$ cat src/rtl/cdct_pkg.sv
`timescale 1ns / 1ps
// ----------------------------------------------------------------------------
// Deploy channel trigger package
// Shared widths, request codes, setting slots and controller/datapath types.
// ----------------------------------------------------------------------------
package cdct_pkg;

  localparam int unsigned MaxChannels = 8;
  localparam int unsigned ChW         = 3;
  localparam int unsigned SlotW       = 4;
  localparam int unsigned CfgIdxW     = 2;
  localparam int unsigned CfgDataW    = 4;

  // Request codes.
  localparam logic [1:0] ReqEval   = 2'd0;
  localparam logic [1:0] ReqWrite  = 2'd1;
  localparam logic [1:0] ReqManual = 2'd2;

  // Configuration register indexes.
  localparam logic [CfgIdxW-1:0] CfgBoost  = 2'd0;
  localparam logic [CfgIdxW-1:0] CfgLanded = 2'd1;
  localparam logic [CfgIdxW-1:0] CfgOrient = 2'd2;

  // Setting slots.
  localparam logic [SlotW-1:0] SlotFlags   = 4'd0;
  localparam logic [SlotW-1:0] SlotAccLt   = 4'd1;
  localparam logic [SlotW-1:0] SlotAccGt   = 4'd2;
  localparam logic [SlotW-1:0] SlotSpdLt   = 4'd3;
  localparam logic [SlotW-1:0] SlotSpdGt   = 4'd4;
  localparam logic [SlotW-1:0] SlotHgtLt   = 4'd5;
  localparam logic [SlotW-1:0] SlotHgtGt   = 4'd6;
  localparam logic [SlotW-1:0] SlotOriLt   = 4'd7;
  localparam logic [SlotW-1:0] SlotOriGt   = 4'd8;
  localparam logic [SlotW-1:0] SlotTimLt   = 4'd9;
  localparam logic [SlotW-1:0] SlotTimGt   = 4'd10;
  localparam logic [SlotW-1:0] SlotStLt    = 4'd11;
  localparam logic [SlotW-1:0] SlotStGe    = 4'd12;
  localparam logic [SlotW-1:0] SlotMotor   = 4'd13;
  localparam logic [SlotW-1:0] SlotDelay   = 4'd14;
  localparam logic [SlotW-1:0] SlotInvalid = 4'd15;

  typedef struct packed {
    logic signed [15:0] accel;
    logic signed [15:0] speed;
    logic signed [15:0] height;
    logic [7:0]         orient;
    logic [3:0]         phase;
    logic [7:0]         motors_burnt;
    logic [15:0]        now_tick;
    logic [15:0]        boost_tick;
  } sample_t;

  typedef struct packed {
    logic [1:0]        req_type;
    logic [ChW-1:0]    channel;
    logic [SlotW-1:0]  setting_index;
    logic [15:0]       setting_value;
    sample_t           sample;
  } req_t;

  typedef struct packed {
    logic [7:0] fire_mask;
    logic [7:0] fired_mask;
    logic       armed_left;
  } rsp_t;

  // Controller to datapath commands.
  typedef struct packed {
    logic             load;      // capture request
    logic             rd_en;     // issue a settings read
    logic [ChW-1:0]   rd_ch;
    logic [SlotW-1:0] rd_slot;
    logic             cond_clr;  // start a channel's condition run
    logic             cond_chk;  // fold the slot that returned
    logic [SlotW-1:0] chk_slot;
    logic             decide;    // close the channel
    logic [ChW-1:0]   dec_ch;
    logic             apply;     // write / manual fire and build result
  } cmd_t;

  typedef struct packed {
    logic [1:0]   req_type;
    logic         in_window;
    logic         skip_ch;     // channel fired, disabled
  } sts_t;

endpackage

$ cat src/rtl/cdct_if.sv
`timescale 1ns / 1ps
// ----------------------------------------------------------------------------
// Deploy channel trigger stream interface
// Valid/ready channel carrying one payload.
// ----------------------------------------------------------------------------
interface cdct_if #(
  parameter type T = logic
);
  logic valid;
  logic ready;
  T     data;

  modport source (output valid, output data, input ready);
  modport sink   (input valid, input data, output ready);
endinterface

$ cat src/rtl/cdct_datapath.sv
`timescale 1ns / 1ps
// ----------------------------------------------------------------------------
// Deploy channel trigger datapath
// Settings memory, per-channel status, condition compare and result register.
// ----------------------------------------------------------------------------
module cdct_datapath
  import cdct_pkg::*;
#(
  parameter int unsigned NumChannels = MaxChannels
) (
  input  logic                clk_i,
  input  logic                rst_ni,
  input  req_t                req_i,
  input  logic [3:0]          boost_state_i,
  input  logic [3:0]          landed_state_i,
  input  logic                orient_enable_i,
  input  cmd_t                cmd_i,
  output sts_t                sts_o,
  output rsp_t                rsp_o
);

  localparam int unsigned Depth = NumChannels * 16;
  localparam int unsigned AddrW = $clog2(Depth) < SlotW ? SlotW : $clog2(Depth);

  req_t               req_q;
  logic [15:0]        mem [Depth];
  logic [Depth-1:0]   vld_q;
  logic [15:0]        rd_q;
  logic [NumChannels-1:0] fired_q, pend_q, en_q, fire_q;
  logic [15:0]        dl_q [NumChannels];
  logic [15:0]        flags_q;
  logic               ok_q;
  rsp_t               rsp_q;
  logic [AddrW-1:0]   rd_addr, wr_addr;
  logic               ch_ok, wr_ok, mem_we;
  logic               hold, dir_ok;
  logic signed [15:0] lim, tval;
  logic [15:0]        dl_new, dl_use, dl_diff;
  logic               dl_reached, arm;
  logic [NumChannels-1:0] fire_all, fired_new;

  assign rd_addr = AddrW'({cmd_i.rd_ch, cmd_i.rd_slot});
  assign wr_addr = AddrW'({req_q.channel, req_q.setting_index});
  assign ch_ok   = 32'(req_q.channel) < NumChannels;
  assign wr_ok   = ch_ok && req_q.setting_index != SlotInvalid;
  assign mem_we  = cmd_i.apply && req_q.req_type == ReqWrite && wr_ok;

  // Settings memory: one write port, one registered read port.
  always_ff @(posedge clk_i) begin
    if (mem_we) begin
      mem[wr_addr] <= req_q.setting_value;
    end
    if (cmd_i.rd_en) begin
      rd_q <= vld_q[rd_addr] ? mem[rd_addr] : 16'd0;
    end
  end

  // Written marks, so that a slot never written reads as zero.
  always_ff @(posedge clk_i or negedge rst_ni) begin
    if (!rst_ni) begin
      vld_q <= '0;
    end else if (mem_we) begin
      vld_q[wr_addr] <= 1'b1;
    end
  end

  always_ff @(posedge clk_i) begin
    if (cmd_i.load) begin
      req_q <= req_i;
    end
  end

  // Direction checks, taken from the flag word as it returns.
  assign dir_ok = (!rd_q[10] || req_q.sample.speed > 16'sd0) &&
                  (!rd_q[11] || req_q.sample.speed < 16'sd0);

  // Condition test for the slot just read.
  assign lim  = signed'(rd_q);
  assign tval = signed'(req_q.sample.now_tick - req_q.sample.boost_tick);
  always_comb begin
    hold = 1'b1;
    unique case (cmd_i.chk_slot)
      SlotAccLt: hold = !flags_q[0] || req_q.sample.accel <= lim;
      SlotAccGt: hold = !flags_q[1] || req_q.sample.accel >= lim;
      SlotSpdLt: hold = !flags_q[2] || req_q.sample.speed <= lim;
      SlotSpdGt: hold = !flags_q[3] || req_q.sample.speed >= lim;
      SlotHgtLt: hold = !flags_q[4] || req_q.sample.height <= lim;
      SlotHgtGt: hold = !flags_q[5] || req_q.sample.height >= lim;
      SlotOriLt: hold = !orient_enable_i || !flags_q[6] ||
                        signed'({8'd0, req_q.sample.orient}) <= lim;
      SlotOriGt: hold = !orient_enable_i || !flags_q[7] ||
                        signed'({8'd0, req_q.sample.orient}) >= lim;
      SlotTimLt: hold = !flags_q[8] || tval <= lim;
      SlotTimGt: hold = !flags_q[9] || tval >= lim;
      SlotStLt:  hold = !flags_q[14] || {4'd0, req_q.sample.phase} < rd_q[7:0];
      SlotStGe:  hold = !flags_q[15] || {4'd0, req_q.sample.phase} >= rd_q[7:0];
      SlotMotor: hold = !flags_q[12] || req_q.sample.motors_burnt == rd_q[7:0];
      default:   hold = 1'b1;
    endcase
  end

  // Deadline arithmetic for the channel being closed (delay is in rd_q).
  assign arm     = !pend_q[cmd_i.dec_ch] && ok_q && flags_q[13];
  assign dl_new  = (req_q.sample.now_tick + rd_q) == 16'd0 ? 16'd1
                 : req_q.sample.now_tick + rd_q;
  assign dl_use  = arm ? dl_new : dl_q[cmd_i.dec_ch];
  assign dl_diff = req_q.sample.now_tick - dl_use;
  assign dl_reached = !dl_diff[15];

  always_ff @(posedge clk_i) begin
    if (cmd_i.decide && arm) begin
      dl_q[cmd_i.dec_ch] <= dl_new;
    end
  end

  // Fired bits after this request: channels fired by evaluation set, a flag write clears, a manual fire sets.
  assign fire_all = fire_q;
  always_comb begin
    fired_new = fired_q | fire_all;
    if (req_q.req_type == ReqWrite && wr_ok && req_q.setting_index == SlotFlags) begin
      fired_new[req_q.channel] = 1'b0;
    end
    if (req_q.req_type == ReqManual && ch_ok) begin
      fired_new[req_q.channel] = 1'b1;
    end
  end

  always_ff @(posedge clk_i or negedge rst_ni) begin
    if (!rst_ni) begin
      fired_q <= '0;
      pend_q  <= '0;
      en_q    <= '0;
      fire_q  <= '0;
      flags_q <= '0;
      ok_q    <= 1'b0;
    end else begin
      if (cmd_i.load) begin
        fire_q <= '0;
      end
      if (cmd_i.cond_clr) begin
        flags_q <= rd_q;
        ok_q    <= dir_ok;
      end else if (cmd_i.cond_chk) begin
        ok_q <= ok_q & hold;
      end
      // Close a channel: arm the delay and fire when due.
      if (cmd_i.decide) begin
        if (arm) begin
          pend_q[cmd_i.dec_ch] <= 1'b1;
        end
        if ((pend_q[cmd_i.dec_ch] || arm) ? dl_reached : ok_q) begin
          fire_q[cmd_i.dec_ch] <= 1'b1;
        end
      end
      if (cmd_i.apply) begin
        fired_q <= fired_new;
        if (req_q.req_type == ReqWrite && wr_ok && req_q.setting_index == SlotFlags) begin
          en_q[req_q.channel]    <= req_q.setting_value != 16'd0;
          pend_q[req_q.channel]  <= 1'b0;
        end
        if (req_q.req_type == ReqManual && ch_ok) begin
          fire_q[req_q.channel]  <= 1'b1;
        end
      end
    end
  end

  // Result register, loaded in the cycle after apply.
  logic apply_q;
  always_ff @(posedge clk_i or negedge rst_ni) begin
    if (!rst_ni) begin
      apply_q <= 1'b0;
    end else begin
      apply_q <= cmd_i.apply;
    end
  end

  always_ff @(posedge clk_i) begin
    if (apply_q) begin
      rsp_q.fire_mask  <= 8'(fire_q);
      rsp_q.fired_mask <= 8'(fired_q);
      rsp_q.armed_left <= |(en_q & ~fired_q);
    end
  end

  assign rsp_o = rsp_q;

  assign sts_o.req_type  = req_q.req_type;
  assign sts_o.in_window = req_q.sample.phase >= boost_state_i &&
                           req_q.sample.phase < landed_state_i;
  assign sts_o.skip_ch   = fired_q[cmd_i.dec_ch] || rd_q == 16'd0;

endmodule

$ cat src/rtl/cdct_ctrl.sv
`timescale 1ns / 1ps
// ----------------------------------------------------------------------------
// Deploy channel trigger controller
// Sequences the channel sweep and the request handshakes.
// ----------------------------------------------------------------------------
module cdct_ctrl
  import cdct_pkg::*;
#(
  parameter int unsigned NumChannels = MaxChannels
) (
  input  logic clk_i,
  input  logic rst_ni,
  input  logic in_valid_i,
  output logic in_ready_o,
  output logic out_valid_o,
  input  logic out_ready_i,
  input  sts_t sts_i,
  output cmd_t cmd_o
);

  localparam logic [2:0] StIdle  = 3'd0;
  localparam logic [2:0] StStart = 3'd1;
  localparam logic [2:0] StFlags = 3'd2;
  localparam logic [2:0] StScan  = 3'd3;
  localparam logic [2:0] StApply = 3'd4;
  localparam logic [2:0] StBuild = 3'd5;
  localparam logic [2:0] StOut   = 3'd6;

  logic [2:0]       state_q, state_d;
  logic [ChW-1:0]   ch_q, ch_d;
  logic [SlotW-1:0] slot_q, slot_d;
  logic             last_ch;

  assign last_ch = 32'(ch_q) == NumChannels - 1;
  assign in_ready_o  = state_q == StIdle;
  assign out_valid_o = state_q == StOut;

  // Slots are read 1..14; the direction checks are taken from the flag word.
  always_comb begin
    state_d = state_q;
    ch_d    = ch_q;
    slot_d  = slot_q;
    cmd_o   = '0;
    cmd_o.rd_ch   = ch_q;
    cmd_o.dec_ch  = ch_q;
    cmd_o.rd_slot = slot_q;
    unique case (state_q)
      StIdle: begin
        if (in_valid_i) begin
          cmd_o.load = 1'b1;
          ch_d       = '0;
          state_d    = StStart;
        end
      end
      StStart: begin
        if (sts_i.req_type == ReqEval && sts_i.in_window) begin
          cmd_o.rd_en   = 1'b1;
          cmd_o.rd_slot = SlotFlags;
          state_d       = StFlags;
        end else begin
          state_d = StApply;
        end
      end
      StFlags: begin
        if (sts_i.skip_ch) begin
          if (last_ch) begin
            state_d = StApply;
          end else begin
            ch_d          = ch_q + 1'b1;
            cmd_o.rd_en   = 1'b1;
            cmd_o.rd_ch   = ch_q + 1'b1;
            cmd_o.rd_slot = SlotFlags;
          end
        end else begin
          cmd_o.cond_clr = 1'b1;
          cmd_o.rd_en    = 1'b1;
          cmd_o.rd_slot  = SlotAccLt;
          slot_d         = SlotAccLt;
          state_d        = StScan;
        end
      end
      StScan: begin
        // The read data holds slot_q; the delay slot closes the channel.
        cmd_o.chk_slot = slot_q;
        cmd_o.cond_chk = 1'b1;
        if (slot_q == SlotMotor) begin
          cmd_o.rd_en   = 1'b1;
          cmd_o.rd_slot = SlotDelay;
          slot_d        = SlotDelay;
        end else if (slot_q == SlotDelay) begin
          cmd_o.cond_chk = 1'b0;
          cmd_o.decide   = 1'b1;
          if (last_ch) begin
            state_d = StApply;
          end else begin
            ch_d          = ch_q + 1'b1;
            cmd_o.rd_en   = 1'b1;
            cmd_o.rd_ch   = ch_q + 1'b1;
            cmd_o.rd_slot = SlotFlags;
            state_d       = StFlags;
          end
        end else begin
          cmd_o.rd_en   = 1'b1;
          cmd_o.rd_slot = slot_q + 1'b1;
          slot_d        = slot_q + 1'b1;
        end
      end
      StApply: begin
        cmd_o.apply = 1'b1;
        state_d     = StBuild;
      end
      StBuild: begin
        state_d = StOut;
      end
      StOut: begin
        if (out_ready_i) begin
          state_d = StIdle;
        end
      end
      default: state_d = StIdle;
    endcase
  end

  always_ff @(posedge clk_i or negedge rst_ni) begin
    if (!rst_ni) begin
      state_q <= StIdle;
      ch_q    <= '0;
      slot_q  <= '0;
    end else begin
      state_q <= state_d;
      ch_q    <= ch_d;
      slot_q  <= slot_d;
    end
  end

endmodule

$ cat src/rtl/conditional_deploy_channel_trigger_core.sv
`timescale 1ns / 1ps
// ----------------------------------------------------------------------------
// Deploy channel trigger core
// One request in, one status result out, per request.
// ----------------------------------------------------------------------------
// One request is handled at a time. Writes, manual fires, no-operation
// requests and evaluate requests outside the flight window skip the channel
// walk and go from acceptance straight through apply and build to a valid
// result. An evaluate request inside the window walks the channels through
// the single read port of the settings memory: only the flag word is read
// for a channel that is disabled or fired, and slots 0..14 for one that is
// tested. The result is held until it is taken, and a new request is
// accepted from the cycle after that.
module conditional_deploy_channel_trigger_core
  import cdct_pkg::*;
#(
  parameter int unsigned NumChannels = MaxChannels
) (
  input  logic                 clk_i,
  input  logic                 rst_ni,
  input  logic                 cfg_we_i,
  input  logic [CfgIdxW-1:0]   cfg_idx_i,
  input  logic [CfgDataW-1:0]  cfg_data_i,
  cdct_if.sink                 req_if,
  cdct_if.source               rsp_if
);

  logic [3:0] boost_q, landed_q;
  logic       orient_q;
  cmd_t       cmd;
  sts_t       sts;
  rsp_t       rsp;

  // Configuration registers.
  always_ff @(posedge clk_i or negedge rst_ni) begin
    if (!rst_ni) begin
      boost_q  <= 4'd3;
      landed_q <= 4'd8;
      orient_q <= 1'b1;
    end else if (cfg_we_i) begin
      unique case (cfg_idx_i)
        CfgBoost:  boost_q  <= cfg_data_i;
        CfgLanded: landed_q <= cfg_data_i;
        CfgOrient: orient_q <= cfg_data_i[0];
        default:   ;
      endcase
    end
  end

  cdct_ctrl #(.NumChannels(NumChannels)) u_ctrl (
    .clk_i, .rst_ni,
    .in_valid_i (req_if.valid),
    .in_ready_o (req_if.ready),
    .out_valid_o(rsp_if.valid),
    .out_ready_i(rsp_if.ready),
    .sts_i      (sts),
    .cmd_o      (cmd)
  );

  cdct_datapath #(.NumChannels(NumChannels)) u_dp (
    .clk_i, .rst_ni,
    .req_i          (req_if.data),
    .boost_state_i  (boost_q),
    .landed_state_i (landed_q),
    .orient_enable_i(orient_q),
    .cmd_i          (cmd),
    .sts_o          (sts),
    .rsp_o          (rsp)
  );

  assign rsp_if.data = rsp;

endmodule
$ cat src/flat_wrapper.sv
// flat-port wrapper written by rule: the top's interface ports become plain ports
module conditional_deploy_channel_trigger_core_flat import cdct_pkg::*;
#(
  parameter int unsigned NumChannels = MaxChannels
)
  (clk_i, rst_ni, cfg_we_i, cfg_idx_i, cfg_data_i, req_if_valid, req_if_data, req_if_ready, rsp_if_valid, rsp_if_data, rsp_if_ready);
  cdct_if req_if_i ();
  cdct_if rsp_if_i ();
  input  logic clk_i;
  input  logic rst_ni;
  input  logic cfg_we_i;
  input  logic [CfgIdxW-1:0] cfg_idx_i;
  input  logic [CfgDataW-1:0] cfg_data_i;
  input wire logic [$bits(req_if_i.valid)-1:0] req_if_valid;
  input wire logic [$bits(req_if_i.data)-1:0] req_if_data;
  output wire logic [$bits(req_if_i.ready)-1:0] req_if_ready;
  output wire logic [$bits(rsp_if_i.valid)-1:0] rsp_if_valid;
  output wire logic [$bits(rsp_if_i.data)-1:0] rsp_if_data;
  input wire logic [$bits(rsp_if_i.ready)-1:0] rsp_if_ready;
  assign req_if_i.valid = req_if_valid;
  assign req_if_i.data = req_if_data;
  assign req_if_ready = req_if_i.ready;
  assign rsp_if_valid = rsp_if_i.valid;
  assign rsp_if_data = rsp_if_i.data;
  assign rsp_if_i.ready = rsp_if_ready;
  conditional_deploy_channel_trigger_core #(.NumChannels(NumChannels)) u_core (.clk_i(clk_i), .rst_ni(rst_ni), .cfg_we_i(cfg_we_i), .cfg_idx_i(cfg_idx_i), .cfg_data_i(cfg_data_i), .req_if(req_if_i), .rsp_if(rsp_if_i));
endmodule
$ cat config.mk
export PLATFORM = sky130hd
export DESIGN_NAME = conditional_deploy_channel_trigger_core_flat
export DESIGN_NICKNAME = d
export VERILOG_FILES = /design/src/rtl/cdct_pkg.sv /design/src/rtl/cdct_if.sv /design/src/rtl/cdct_datapath.sv /design/src/rtl/cdct_ctrl.sv /design/src/rtl/conditional_deploy_channel_trigger_core.sv /design/src/flat_wrapper.sv
export SDC_FILE = /design/constraint.sdc
export NUM_CORES = 1
export LEC_CHECK = 0
export BUFFER_PORTS_ARGS = -buffer_cell sky130_fd_sc_hd__buf_2
export CORE_AREA = 2 2 54 56
export DETAILED_ROUTE_END_ITERATION = 8
export DIE_AREA = 0 0 56 58
export PLACE_DENSITY = 0.59
export SYNTH_ARGS = -nofsm -noshare
export SYNTH_HDL_FRONTEND = slang
export SYNTH_SLANG_ARGS = --single-unit
$ cat constraint.sdc
create_clock -name clk_i -period 1.66 [get_ports clk_i]
set_input_delay 0.083 -clock clk_i [delete_from_list [all_inputs] [get_ports clk_i]]
set_output_delay 0.083 -clock clk_i [all_outputs]
set_load 0.01 [all_outputs]
# After elaboration in Yosys (flattened, before gate mapping)

Memories as Yosys holds them, arrays and structs flattened.
Cells that the tools add are included.

Add/subtract/negate cells: 4
$lt $le $gt $ge: 11
Eq/ne operators: 32
Multiplexer cells: 62
Bitwise gates (word level): 4
Reduce and logical (&&, ||, !) cells: 55

Operator list:

| kind                    | count |
|---|---|
| $mux W3                 | 16 |
| $eq A4 B4 Y1 const B    | 8 |
| $mux W16                | 2 |
| $mux W8                 | 4 |
| $mux W4                 | 7 |
| $or A8 B8 Y8            | 3 |
| $mux W1                 | 22 |
| $pmux W3 S7             | 1 |
| $logic_not A1 Y1        | 18 |
| $logic_or A1 B1 Y1      | 17 |
| $eq A4 B3 Y1 const B    | 4 |
| $ge A1 B16 Y1 const A   | 1 |
| $ge A2 B16 Y1           | 1 |
| $le A1 B16 Y1 const A   | 1 |
| $le A2 B16 Y1           | 1 |
| $logic_not A16 Y1       | 1 |
| $sub A1 B16 Y16 const A | 1 |
| $pmux W1 S13            | 1 |
| $eq A3 B3 Y1 const B    | 4 |
| $pmux W4 S3             | 1 |
| $reduce_and A5 Y1       | 2 |
| $pmux W3 S3             | 1 |
| $eq A4 B2 Y1 const B    | 2 |
| $ge A1 B8 Y1 const A    | 1 |
| other kinds (32)        | 48 |

Flip-flop bits (word level): 77
Memory bits (writable): 128
Bits in read-only memories: 128
Input bits: 12
Output and inout bits: 3
Logic and storage cells: 183
Memories kept: 2

Memory list:

| name             | depth | width | read ports | clocked after Yosys merged registers in | wr ports | RTL line            | source |
|---|---|---|---|---|---|---|---|
| (no name shown)  | 128   | 1     | 1          | 0                                       | 0        | cdct_datapath.sv:54 | `rd_q <= vld_q[rd_addr] ? mem[rd_addr] : 16'd0;` |
| u_core.u_dp.dl_q | 8     | 16    | 1          | 0                                       | 1        | cdct_datapath.sv:30 | `logic [15:0] dl_q [NumChannels];` |

# Longest topological paths before layout

Gate-level depths: netlist of the first run.

Word-level depth: 11
Gate-level depth with buffers: 6
Gate-level depth less buffers: 5

# By module

A second synthesis of the first run with hierarchy kept.

Cell total of the unflattened synthesis: 4729
Area total of the unflattened synthesis: 100497.6 um^2

Modules (own cells, without submodules):

| module                                  | instances | cells an instance | area an instance (um^2) | sequential area each (um^2) |
|---|---|---|---|---|
| cdct_datapath                           | 1         | 4584              | 99063.8                 | 74491.4 |
| cdct_ctrl                               | 1         | 123               | 1064.8                  | 250.2 |
| conditional_deploy_channel_trigger_core | 1         | 22                | 369.1                   | 230.2 |

# Least setup slack after synthesis of the first run

Ideal clock, no wire load.

Path type: register -> register
Start: register u_core.u_ctrl.ch_q[0]
End: register u_core.u_ctrl.ch_q[0]
Setup time: 0.125 ns
Data arrival time: 1.718 ns
Data required time: 1.535 ns
Setup slack: -0.183 ns
Cell stages (with the launch flop): 6
Buffers on the path: 0
Clock period less this slack: 1.843 ns
Cell sequence: dfrtp_1 ha_1 ha_1 or4b_4 o311a_4 mux2_4

Longest elaborated chain between the ends: 5
Elaborated cells between the ends (all ways): 12
Classes of those cells: add/sub: 1; eq/ne: 2; mux: 7; reduce/logical: 2

RTL lines:

| what                                                    | RTL line                                               | source |
|---|---|---|
| from (decl)                                             | cdct_ctrl.sv:30                                        | `logic [ChW-1:0] ch_q, ch_d;` |
| from (signal assigned)                                  | cdct_ctrl.sv:131                                       | `ch_q <= ch_d;` |
| $add A3 B1 Y3, or another cell as far along             | cdct_ctrl.sv:69, cdct_ctrl.sv:96                       |  |
| $mux W3 / $mux W1 (equally long branches)               | cdct_ctrl.sv:66, cdct_ctrl.sv:93, cdct_datapath.sv:191 |  |
| $mux W3 / $logic_or A1 B1 Y1 (equally long branches)    | cdct_ctrl.sv:90, cdct_datapath.sv:191                  |  |
| $mux W3 / $ne A2 B1 Y1 (equally long branches)          | --                                                     |  |
| $pmux W3 S3 / $reduce_and A5 Y1 (equally long branches) | --                                                     |  |

Several ways; a longest one is shown, not always the timed one. The select of a mux whose other input is x is not followed.
A chain may end at the register's enable or synchronous reset.

# Final worst setup path of the first run

Ends and elaborated chain as after synthesis.

==> key figures, run 1 <==
STA
  – Setup Viol. Count Final: 3
  – Slew HR: 62.8%
  – Final critical-path share of the clock period: 106%
  – Measured slew at the worst slew-check pin: 0.557 ns
  – Tmin final: 1.76 ns
  – Final clock skew: 0.00454 ns
  – Final worst slack: -0.104 ns
  – Final Slew Violations: 0
  – RSZ-0062 raised after global routing: true
  – Setup Total Neg Slack: -0.230 ns
  – F_max: 0.567 GHz
  – WHS: 0.0315 ns
  – Final hold violation count: 0

Run status
  – Failing checks: setup timing
  – Status: finished, violations left

Die
  – Core area: 2660 sq um
  – Die footprint: 3250 sq um
  – Initial core utilization: 37.6%
  – Die Ht: 58 um
  – I/O pin total: 15
  – Rows: 19
  – Die width: 56 um

Clock network
  – Longest Clk Path Bufs: 2
  – CTS root buffer: clkbuf_4
  – Worst-skew pair later-pin latency: 0.28 ns
  – Htree depth: 1
  – CTS Buf Count: 3
  – Clock sink count: 18
  – CTS tree: done
  – Clk slew on worst S/H paths: 0.10 ns

Route
  – First drt pass iteration count: 3
  – WL final: 1820 um
  – Post-route ant nets: 0
  – Iter 0 DRT Violations: 11
  – Wire per inst: 12.3 um
  – Total number of vias: 740
  – Drt via density: 5.00
  – DRC errors left: 0

Setup path
  – Critical Path, Cell by Cell: ha_2 > ha_4 > or4b_4 > o311a_4 > mux2_4
  – Critical path peak fanout: 2
  – CP required: 1.84 ns
  – CP Capture Type: register
  – Largest stage delay, worst path: 0.47 ns
  – Worst Setup Start Kind: register
  – WS Path Type: register to register
  – Delay-heaviest family, CP: simple AND/OR/NAND/NOR gates
  – Sum of buffers and inverters on the critical path: 0
  – Worst path slowest cell: or4b_4
  – Worst EP arrival: 1.94 ns

Layout
  – Diode count: 0
  – Nets: 135
  – Area of the multi-input gates: 523 sq um
  – Layout area overhead: 24.9%
  – Design area: 1250 sq um
  – Fill count: 261
  – Seq. cell area: 454 sq um
  – Most frequent cells in the layout: buf_4, dfrtp_1, buf_2, mux2_2
  – Share of cells above drive strength 1: 41.9%
  – Non-Filler Instances: 148

Synthesis
  – Share of the synthesized area in the top cell type: 37.5%
  – Synth Flop Type: dfrtp_1
  – Yosys top cell by area: dfrtp_1
  – Avg Inst Size Synth: 11.1 sq um
  – Mapped Area: 1000 sq um
  – Distinct cell type count after synthesis: 36
  – Top post-synthesis cells by area: dfrtp_1, dfstp_2, mux2_2
  – Flops & latches, synth: 18
  – Synth warn: 0
  – Synth Instances: 90
  – Number of flops mapped to enable cells by yosys: 0
  – Sequential share of the synthesized area: 45.4%
  – Async set-reset flop share out of synthesis: 100%
  – Synth Net Count: 107

Global route
  – Largest net degree at the start of global routing: 19
  – Vias in the first global route: 756
  – First-pass GRT wire length: 3220 um
  – Gr ovfl total: 0
  – Global Route Usage Sum: 12.3%
  – Initial antenna violation count: 0

Job
  – Max-cap violations: 0

Place
  – Placed wire-length estimate: 1470 um
  – Area after DPL: 1180 sq um
  – Placed Cells: 141
  – Port Buffers: 12
  – Final GP Congestion: 0.702

Power
  – Cell area power density: 1500 nW/um^2
  – NetSw: 640 uW
  – LEAKAGE: 0.574 nW
  – Gate power share: 47.2%
  – Clock Power Share: 14.0%
  – Switching Share: 34.2%
  – VDD IR max: 0.000900 V
  – Share of power burned in registers: 38.8%
  – P_int: 1.23 mW

Min path
  – Type of the most critical hold path: input port to register
[per-stage QoR]
step | setup slack (ns) | utilization, % | power (mW)
finish | -0.104 | 46.9 | 1.87
global route | -0.159 | 46.9 | 2.04
CTS | -0.103 | 46.4 | 1.88
detailed placement | -0.0979 | 44.4 | 1.59
global placement | -0.0722 | 44.4 | 1.55
floorplan | -0.0890 | - | 1.29
[repair_timing]
| item | 4_1_cts | 5_1_grt |
|---|---|---|
| setup endpoints to repair | 3 | 8 |
| pin swaps | 0 | 3 |
| hold endpoints to repair | 15 | 0 |
| gates resized for setup | 0 | 3 |
| hold buffers | 1 | 0 |
| setup buffers | 1 | 1 |
| gates cloned | 0 | 0 |
[sequential cells by signal (all words and copies together), names as in the netlist]
signal / flops
u_core.boost_q: 4
u_core.u_ctrl.state_q: 3
u_core.u_ctrl.ch_q: 3
u_core.u_ctrl.slot_q: 4
u_core.landed_q: 4
[power by group through the flow]
stage          Combinational, mW  Sequential (mW)  Clock (mW)
3_5_place_dp               0.861            0.733           0
2_1_floorplan              0.594            0.695           0
4_1_cts                    0.882            0.723       0.273
3_3_place_gp               0.829            0.723           0
6_report                   0.883            0.726       0.261
5_1_grt                    0.989            0.748       0.301
[Yosys cell counts, drive strengths merged, types with 2 or more instances]
cell / n
o21ai: 4
or4b: 2
dfrtp: 15
nand2: 4
dfstp: 3
clkbuf: 2
mux2: 10
a31oi: 4
ha: 5
mux2i: 3
and3: 2
inv: 4
nor2: 5
nand2b: 5
a21oi: 4
buf: 3
[routing by layer]
| layer | global-route usage [%] | part of all wire (%) | routed length (um) |
|---|---|---|---|
| met5 | 0 | 0 | 0 |
| met3 | 2.01 | 1.3 | 23 |
| met4 | 3.06 | 0.83 | 15 |
| met1 | 15.1 | 44 | 797 |
| met2 | 22.7 | 54 | 979 |
[final timing paths]
| path | depth (start not counted) | slack, ns | endpoint | start |
|---|---|---|---|---|
| worst min register to register | 1 | 0.51 | u_core.landed_q[1] | u_core.landed_q[1] |
| max in group asynchronous | 2 | 1.09 | u_core.boost_q[1] | rst_ni |
| worst max-delay path | 5 | -0.10 | u_core.u_ctrl.ch_q[0] | u_core.u_ctrl.ch_q[0] |
| worst min-delay path | 2 | 0.03 | u_core.boost_q[0] | cfg_data_i[0] |
| min in group asynchronous | 2 | 0.25 | u_core.u_ctrl.ch_q[0] | rst_ni |
| worst max register to register | 5 | -0.10 | u_core.u_ctrl.ch_q[0] | u_core.u_ctrl.ch_q[0] |
[cells by family after synthesis]
group / count (synthesis) / share of synthesized area, %
AOI/OAI and AO/OA: 18 / 12.8
buffers and inverters: 9 / 4.62
and+or+nand+nor: 26 / 16.0
other: 1 / 0.375
adders and majority gates: 5 / 6.25
muxes: 13 / 14.6
DFF: 18 / 45.4
[area by class of cell]
type                            instances  share of cell area, %
Multi-Input combinational cell         63                   41.8
Inverter                                4                   1.20
Clock buffer                            4                   2.90
Timing Repair Buffer                   28                   14.6
Sequential cell                        18                   36.3
Tap cell                               31                   3.10
(Power assumes the default switching activity.)
==> run 2, diff against run 1 <==
==> constraint.sdc (replaced) <==
create_clock -name clk_i -period 1.66 [get_ports clk_i]
set_input_delay 0.166 -clock clk_i [delete_from_list [all_inputs] [get_ports clk_i]]
set_output_delay 0.166 -clock clk_i [all_outputs]
set_load 0.01 [all_outputs]
==> key figures, run 2 (synthesized netlist as in run 1, its figures left out) <==
Run status
  – Status: finished, violations left
  – Failing checks: setup timing

Global route
  – Global Route Usage Sum: 13.5% (+1.2 points)
  – Initial antenna violation count: 0 (unchanged)
  – Vias in the first global route: 749 (-0.93%)
  – First-pass GRT wire length: 3290 um (+2.1%)
  – Gr ovfl total: 0 (unchanged)
  – Largest net degree at the start of global routing: 19 (unchanged)

Die
  – Rows: 19 (unchanged)
  – Die footprint: 3250 sq um (unchanged)
  – I/O pin total: 15 (unchanged)
  – Die Ht: 58 um (unchanged)
  – Initial core utilization: 37.6% (unchanged)
  – Die width: 56 um (unchanged)
  – Core area: 2660 sq um (unchanged)

Setup path
  – Critical Path, Cell by Cell: ha_2 > ha_4 > or4b_4 > o311a_4 > mux2_4
  – Worst Setup EP: u_core.u_ctrl.ch_q[0]
  – R2r setup slk: -0.11 ns (about the same)
  – Path depth of the worst reg2reg path: 5 (unchanged)
  – CP required: 1.85 ns (about the same)
  – Largest stage delay, worst path: 0.47 ns (about the same)
  – Reg-to-Reg Start: u_core.u_ctrl.ch_q[1]
  – Worst Setup Start Kind: register
  – Critical path peak fanout: 2 (unchanged)
  – RR Endpoint: u_core.u_ctrl.ch_q[0]
  – Crit. Startpoint: u_core.u_ctrl.ch_q[1]
  – Worst path slowest cell: or4b_4
  – Worst EP arrival: 1.96 ns (+0.02 ns)
  – CP Capture Type: register
  – WS Path Type: register to register

Clock network
  – Htree depth: 1 (unchanged)
  – CTS tree: done
  – CTS Buf Count: 3 (unchanged)
  – Longest Clk Path Bufs: 2 (unchanged)
  – Clock sink count: 18 (unchanged)
  – Worst-skew pair later-pin latency: 0.30 ns (+0.02 ns)
  – Clk slew on worst S/H paths: 0.11 ns (about the same)
  – CTS root buffer: clkbuf_4

STA
  – Final critical-path share of the clock period: 107% (+0.30 points)
  – Tmin final: 1.77 ns (+0.00498 ns)
  – Final clock skew: 0.00642 ns (+0.00188 ns)
  – Final Slew Violations: 0 (unchanged)
  – Setup Total Neg Slack: -0.250 ns (-0.0205 ns)
  – Final worst slack: -0.109 ns (-0.00498 ns)
  – F_max: 0.565 GHz (-0.28%)
  – Setup Viol. Count Final: 3 (unchanged)
  – WHS: 0.105 ns (+0.0736 ns)
  – Final hold violation count: 0 (unchanged)
  – RSZ-0062 raised after global routing: true

Place
  – Port Buffers: 12 (unchanged)
  – Final GP Congestion: 0.767 (+9.4%)
  – Placed wire-length estimate: 1490 um (+1.4%)
  – Area after DPL: 1180 sq um (unchanged)
  – Placed Cells: 141 (unchanged)

Job
  – Max-cap violations: 0 (unchanged)

Layout
  – Diode count: 0 (unchanged)
  – Fill count: 261 (unchanged)
  – Design area: 1260 sq um (+1.0%)
  – Share of cells above drive strength 1: 41.5% (-0.35 points)
  – Nets: 136 (+0.74%)
  – Layout area overhead: 26.1%
  – Non-Filler Instances: 149 (+0.68%)
  – Most frequent cells in the layout: buf_4, dfrtp_1, buf_2, mux2_2
  – Commonest non-fill, non-tap cell in the layout: buf_4
  – Biggest regs: u_core.boost_q (4), u_core.landed_q (4), u_core.u_ctrl.slot_q (4)

Route
  – Drt via density: 5.13 (+2.6%)
  – Routed met2 length: 1020 um (+4.6%)
  – Post-route ant nets: 0 (unchanged)
  – DR top layer: met4
  – WL final: 1950 um (+7.6%)
  – Total number of vias: 764 (+3.2%)
  – Wire per inst: 13.1 um (+6.9%)
  – Met3 routed WL: 33 um (+43%)
  – First drt pass iteration count: 4 (+1)
  – M1 WL: 868 um (+8.9%)
  – DRC errors left: 0 (unchanged)
  – Iter 0 DRT Violations: 23 (+12)

Power
  – Final Power: 1.89 mW (+1.0%)
  – VDD IR max: 0.000771 V (-14%)
  – Cell area power density: 1500 nW/um^2 (about the same)
  – LEAKAGE: 0.582 nW (+1.4%)

Min path
  – Type of the most critical hold path: input port to register
==> run 2: cell count changes in the layout (fill, tap and decap cells not counted), sizes merged <==
cell	change
buf	+1
==> run 2: metrics by stage <==
stage	setup WS [ns]	utilization [%]
after floorplan	-0.0890	-
after global placement	-0.0724	44.4
after detailed placement	-0.115	44.4
after CTS	-0.131	46.1
after global routing	-0.171	47.4
final	-0.109	47.4
==> run 2: worst max-delay path, delay by kind of cell, from the launching register on <==
family,cells,cell delay (ns)
flops,1,0.40
mux,1,0.29
simple gates,1,0.47
compound gates,1,0.14
fa+ha+maj,2,0.36
==> run 2: per-layer routing <==
metal / vias to the layer above / GRT usage [%]
met4: 0 / 7.14
met5: - / 0
li1: 381 / -
met2: 5 / 23.5
met1: 374 / 15.8
met3: 4 / 2.68
==> run 2: power by group <==
| group | switching (mW) | total, mW | leakage, nW | internal (mW) |
|---|---|---|---|---|
| clock network | 0.139 | 0.273 | 0.0210 | 0.134 |
| logic | 0.393 | 0.900 | 0.341 | 0.507 |
| registers | 0.123 | 0.716 | 0.219 | 0.593 |
| total | 0.655 | 1.89 | 0.582 | 1.23 |
==> run 2: final cells by class <==
type | instances | area, sq um | area share, %
clock buffers | 4 | 36.3 | 2.87
flip-flops and latches | 18 | 454 | 36.0
multi-input cells | 63 | 528 | 41.8
well taps | 31 | 38.8 | 3.07
inverters | 4 | 15.0 | 1.19
repair buffers | 29 | 190 | 15.1
==> run 2: worst min-delay path by stage <==
stage	startpoint	slack (ns)	cells past startpoint	end
final	cfg_data_i[0]	0.11	2	u_core.boost_q[0]
after CTS	cfg_data_i[0]	0.10	2	u_core.boost_q[0]
after detailed placement	rst_ni	0.12	1	u_core.u_ctrl.ch_q[1]
after global routing	cfg_data_i[2]	0.1	2	u_core.boost_q[2]
after floorplan	rst_ni	-0.13	0	u_core.boost_q[2]
after global placement	rst_ni	0.12	1	u_core.u_ctrl.ch_q[0]
==> run 2: what timing repair did <==
action / CTS / global route
hold endpoints to repair: 15 / 0
setup endpoints to repair: 3 / 8
resized for setup: 0 / 2
hold buffers: 1 / 0
setup buffers: 0 / 3
==> run 3, diff against run 2 <==
--- a/config.mk
+++ b/config.mk
@@ -10,6 +10,7 @@
 export DETAILED_ROUTE_END_ITERATION = 8
 export DIE_AREA = 0 0 56 58
 export PLACE_DENSITY = 0.59
+export RECOVER_POWER = 100
 export SYNTH_ARGS = -nofsm -noshare
 export SYNTH_HDL_FRONTEND = slang
 export SYNTH_SLANG_ARGS = --single-unit
==> key figures, run 3 (synthesized netlist as in run 1, its figures left out) <==
Setup path
  – WS Path Type: register to register
  – Worst Setup Start Kind: register
  – Sum of buffers and inverters on the critical path: 0 (unchanged)
  – Critical Path, Cell by Cell: ha_2 > ha_4 > or4b_4 > o311a_4 > mux2_4
  – CP Capture Type: register
  – Delay-heaviest family, CP: simple AND/OR/NAND/NOR gates
  – Largest stage delay, worst path: 0.47 ns (about the same)
  – CP required: 1.85 ns (about the same)
  – Worst EP arrival: 1.96 ns (about the same)
  – Critical path peak fanout: 2 (unchanged)
  – Worst path slowest cell: or4b_4

STA
  – Final critical-path share of the clock period: 107% (about the same)
  – Slew HR: 34.2%
  – F_max: 0.565 GHz (about the same)
  – Final Slew Violations: 0 (unchanged)
  – Tmin final: 1.77 ns (-0.0000480 ns)
  – Final clock skew: 0.00618 ns (-0.000242 ns)
  – Setup Viol. Count Final: 3 (unchanged)
  – Measured slew at the worst slew-check pin: 0.988 ns
  – Final worst slack: -0.109 ns (+0.0000480 ns)
  – Final hold violation count: 0 (unchanged)
  – RSZ-0062 raised after global routing: true

Route
  – Total number of vias: 763 (-0.13%)
  – Post-route ant nets: 0 (unchanged)
  – WL final: 1950 um (-0.41%)
  – DRC errors left: 0 (unchanged)
  – Iter 0 DRT Violations: 23 (unchanged)
  – Wire per inst: 13.1 um (-0.41%)
  – First drt pass iteration count: 4 (unchanged)
  – Drt via density: 5.12 (-0.13%)

Die
  – Core area: 2660 sq um (unchanged)
  – Die Ht: 58 um (unchanged)
  – Die width: 56 um (unchanged)
  – Rows: 19 (unchanged)
  – I/O pin total: 15 (unchanged)
  – Initial core utilization: 37.6% (unchanged)
  – Die footprint: 3250 sq um (unchanged)

Global route
  – Grt met1 use: 15.8% (unchanged)
  – Vias in the first global route: 749 (unchanged)
  – GR met2 Demand/Resource: 23.5% (unchanged)
  – Global Route Usage Sum: 13.5% (unchanged)
  – GR met3 Demand/Resource: 2.68% (unchanged)
  – Initial antenna violation count: 0 (unchanged)
  – Gr ovfl total: 0 (unchanged)
  – Largest net degree at the start of global routing: 19 (unchanged)
  – Most Crowded Layer GR: met2
  – First-pass GRT wire length: 3290 um (unchanged)

Clock network
  – CTS tree: done
  – Worst-skew pair later-pin latency: 0.30 ns (about the same)
  – Longest Clk Path Bufs: 2 (unchanged)
  – CTS root buffer: clkbuf_4
  – Clock sink count: 18 (unchanged)
  – Htree depth: 1 (unchanged)
  – CTS Buf Count: 3 (unchanged)
  – Clk slew on worst S/H paths: 0.11 ns (about the same)

Layout
  – Diode count: 0 (unchanged)
  – Share of cells above drive strength 1: 39.0% (-2.5 points)
  – Layout area overhead: 25.2%
  – Biggest regs: u_core.boost_q (4), u_core.landed_q (4), u_core.u_ctrl.slot_q (4)
  – Commonest non-fill, non-tap cell in the layout: dfrtp_1
  – Most frequent cells in the layout: dfrtp_1, buf_4, buf_2, mux2_2
  – Fill count: 264 (+1.1%)
  – Nets: 136 (unchanged)

Place
  – DP Worst Slack: -0.115 ns (unchanged)
  – Final GP Congestion: 0.767 (unchanged)
  – Placed wire-length estimate: 1490 um (unchanged)
  – Port Buffers: 12 (unchanged)

Power
  – VDD IR max: 0.000771 V (about the same)
  – LEAKAGE: 0.571 nW (-1.9%)
  – Final Power: 1.88 mW (-0.64%)
  – Cell area power density: 1500 nW/um^2 (about the same)

Min path
  – Type of the most critical hold path: input port to register

Run status
  – Failing checks: setup timing
  – Status: finished, violations left

Job
  – Max-cap violations: 0 (unchanged)
==> run 3: cell count changes in the layout (fill, tap and decap cells not counted) <==
cell and change:
buf_4 -2, buf_2 -2, clkbuf_1 +3, clkbuf_2 +1
==> run 3: layout make-up <==
cell class | count | area [sq um] | share of cell area, %
clock buffers | 4 | 36.3 | 2.89
inverters | 4 | 15.0 | 1.20
multi-input cells | 63 | 528 | 42.1
flip-flops and latches | 18 | 454 | 36.2
well taps | 31 | 38.8 | 3.09
repair buffers | 29 | 181 | 14.5
==> run 3: stage by stage <==
stage                     TNS [ns]  hold slack, ns  utilization, %  cells  area [sq um]
after detailed placement    -0.268           0.122            44.4    141          1180
after global routing        -0.543          0.0990            47.1    149          1250
after global placement      -0.139           0.120            44.4    141          1180
after floorplan            -0.0890          -0.130               -     90          1020
after CTS                   -0.317           0.100            46.1    146          1230
final                       -0.250           0.105            47.1    149          1250
==> run 3: routing by layer <==
layer  wire length, um  vias up
met5                 0        -
met2              1020        5
met1               863      374
met3                33        4
li1                  -      380
met4                28        0
==> run 3: timing repair <==
action                                  CTS  global route
hold buffers                              1             0
setup buffers                             0             3
endpoints found under the setup margin    3             8
endpoints found under the hold margin    15             0
cloned                                    0             0
gates resized for setup                   0             2
==> run 3: final timing paths <==
kind	slack, ns	start	endpoint	depth (start not counted)
setup / recovery	-0.11	u_core.u_ctrl.ch_q[1]	u_core.u_ctrl.ch_q[0]	5
hold / removal	0.10	cfg_data_i[0]	u_core.boost_q[0]	2
setup reg to reg	-0.11	u_core.u_ctrl.ch_q[1]	u_core.u_ctrl.ch_q[0]	5
hold reg to reg	0.50	u_core.boost_q[2]	u_core.boost_q[2]	1
max in group asynchronous	0.52	rst_ni	u_core.u_ctrl.slot_q[1]	2
min in group asynchronous	0.54	rst_ni	u_core.u_ctrl.ch_q[0]	2
==> run 3: power breakdown <==
group / internal [mW] / switching [mW] / leakage, nW / total (mW)
clock: 0.134 / 0.139 / 0.0210 / 0.273
combinational: 0.495 / 0.393 / 0.330 / 0.888
sequential: 0.593 / 0.123 / 0.219 / 0.716
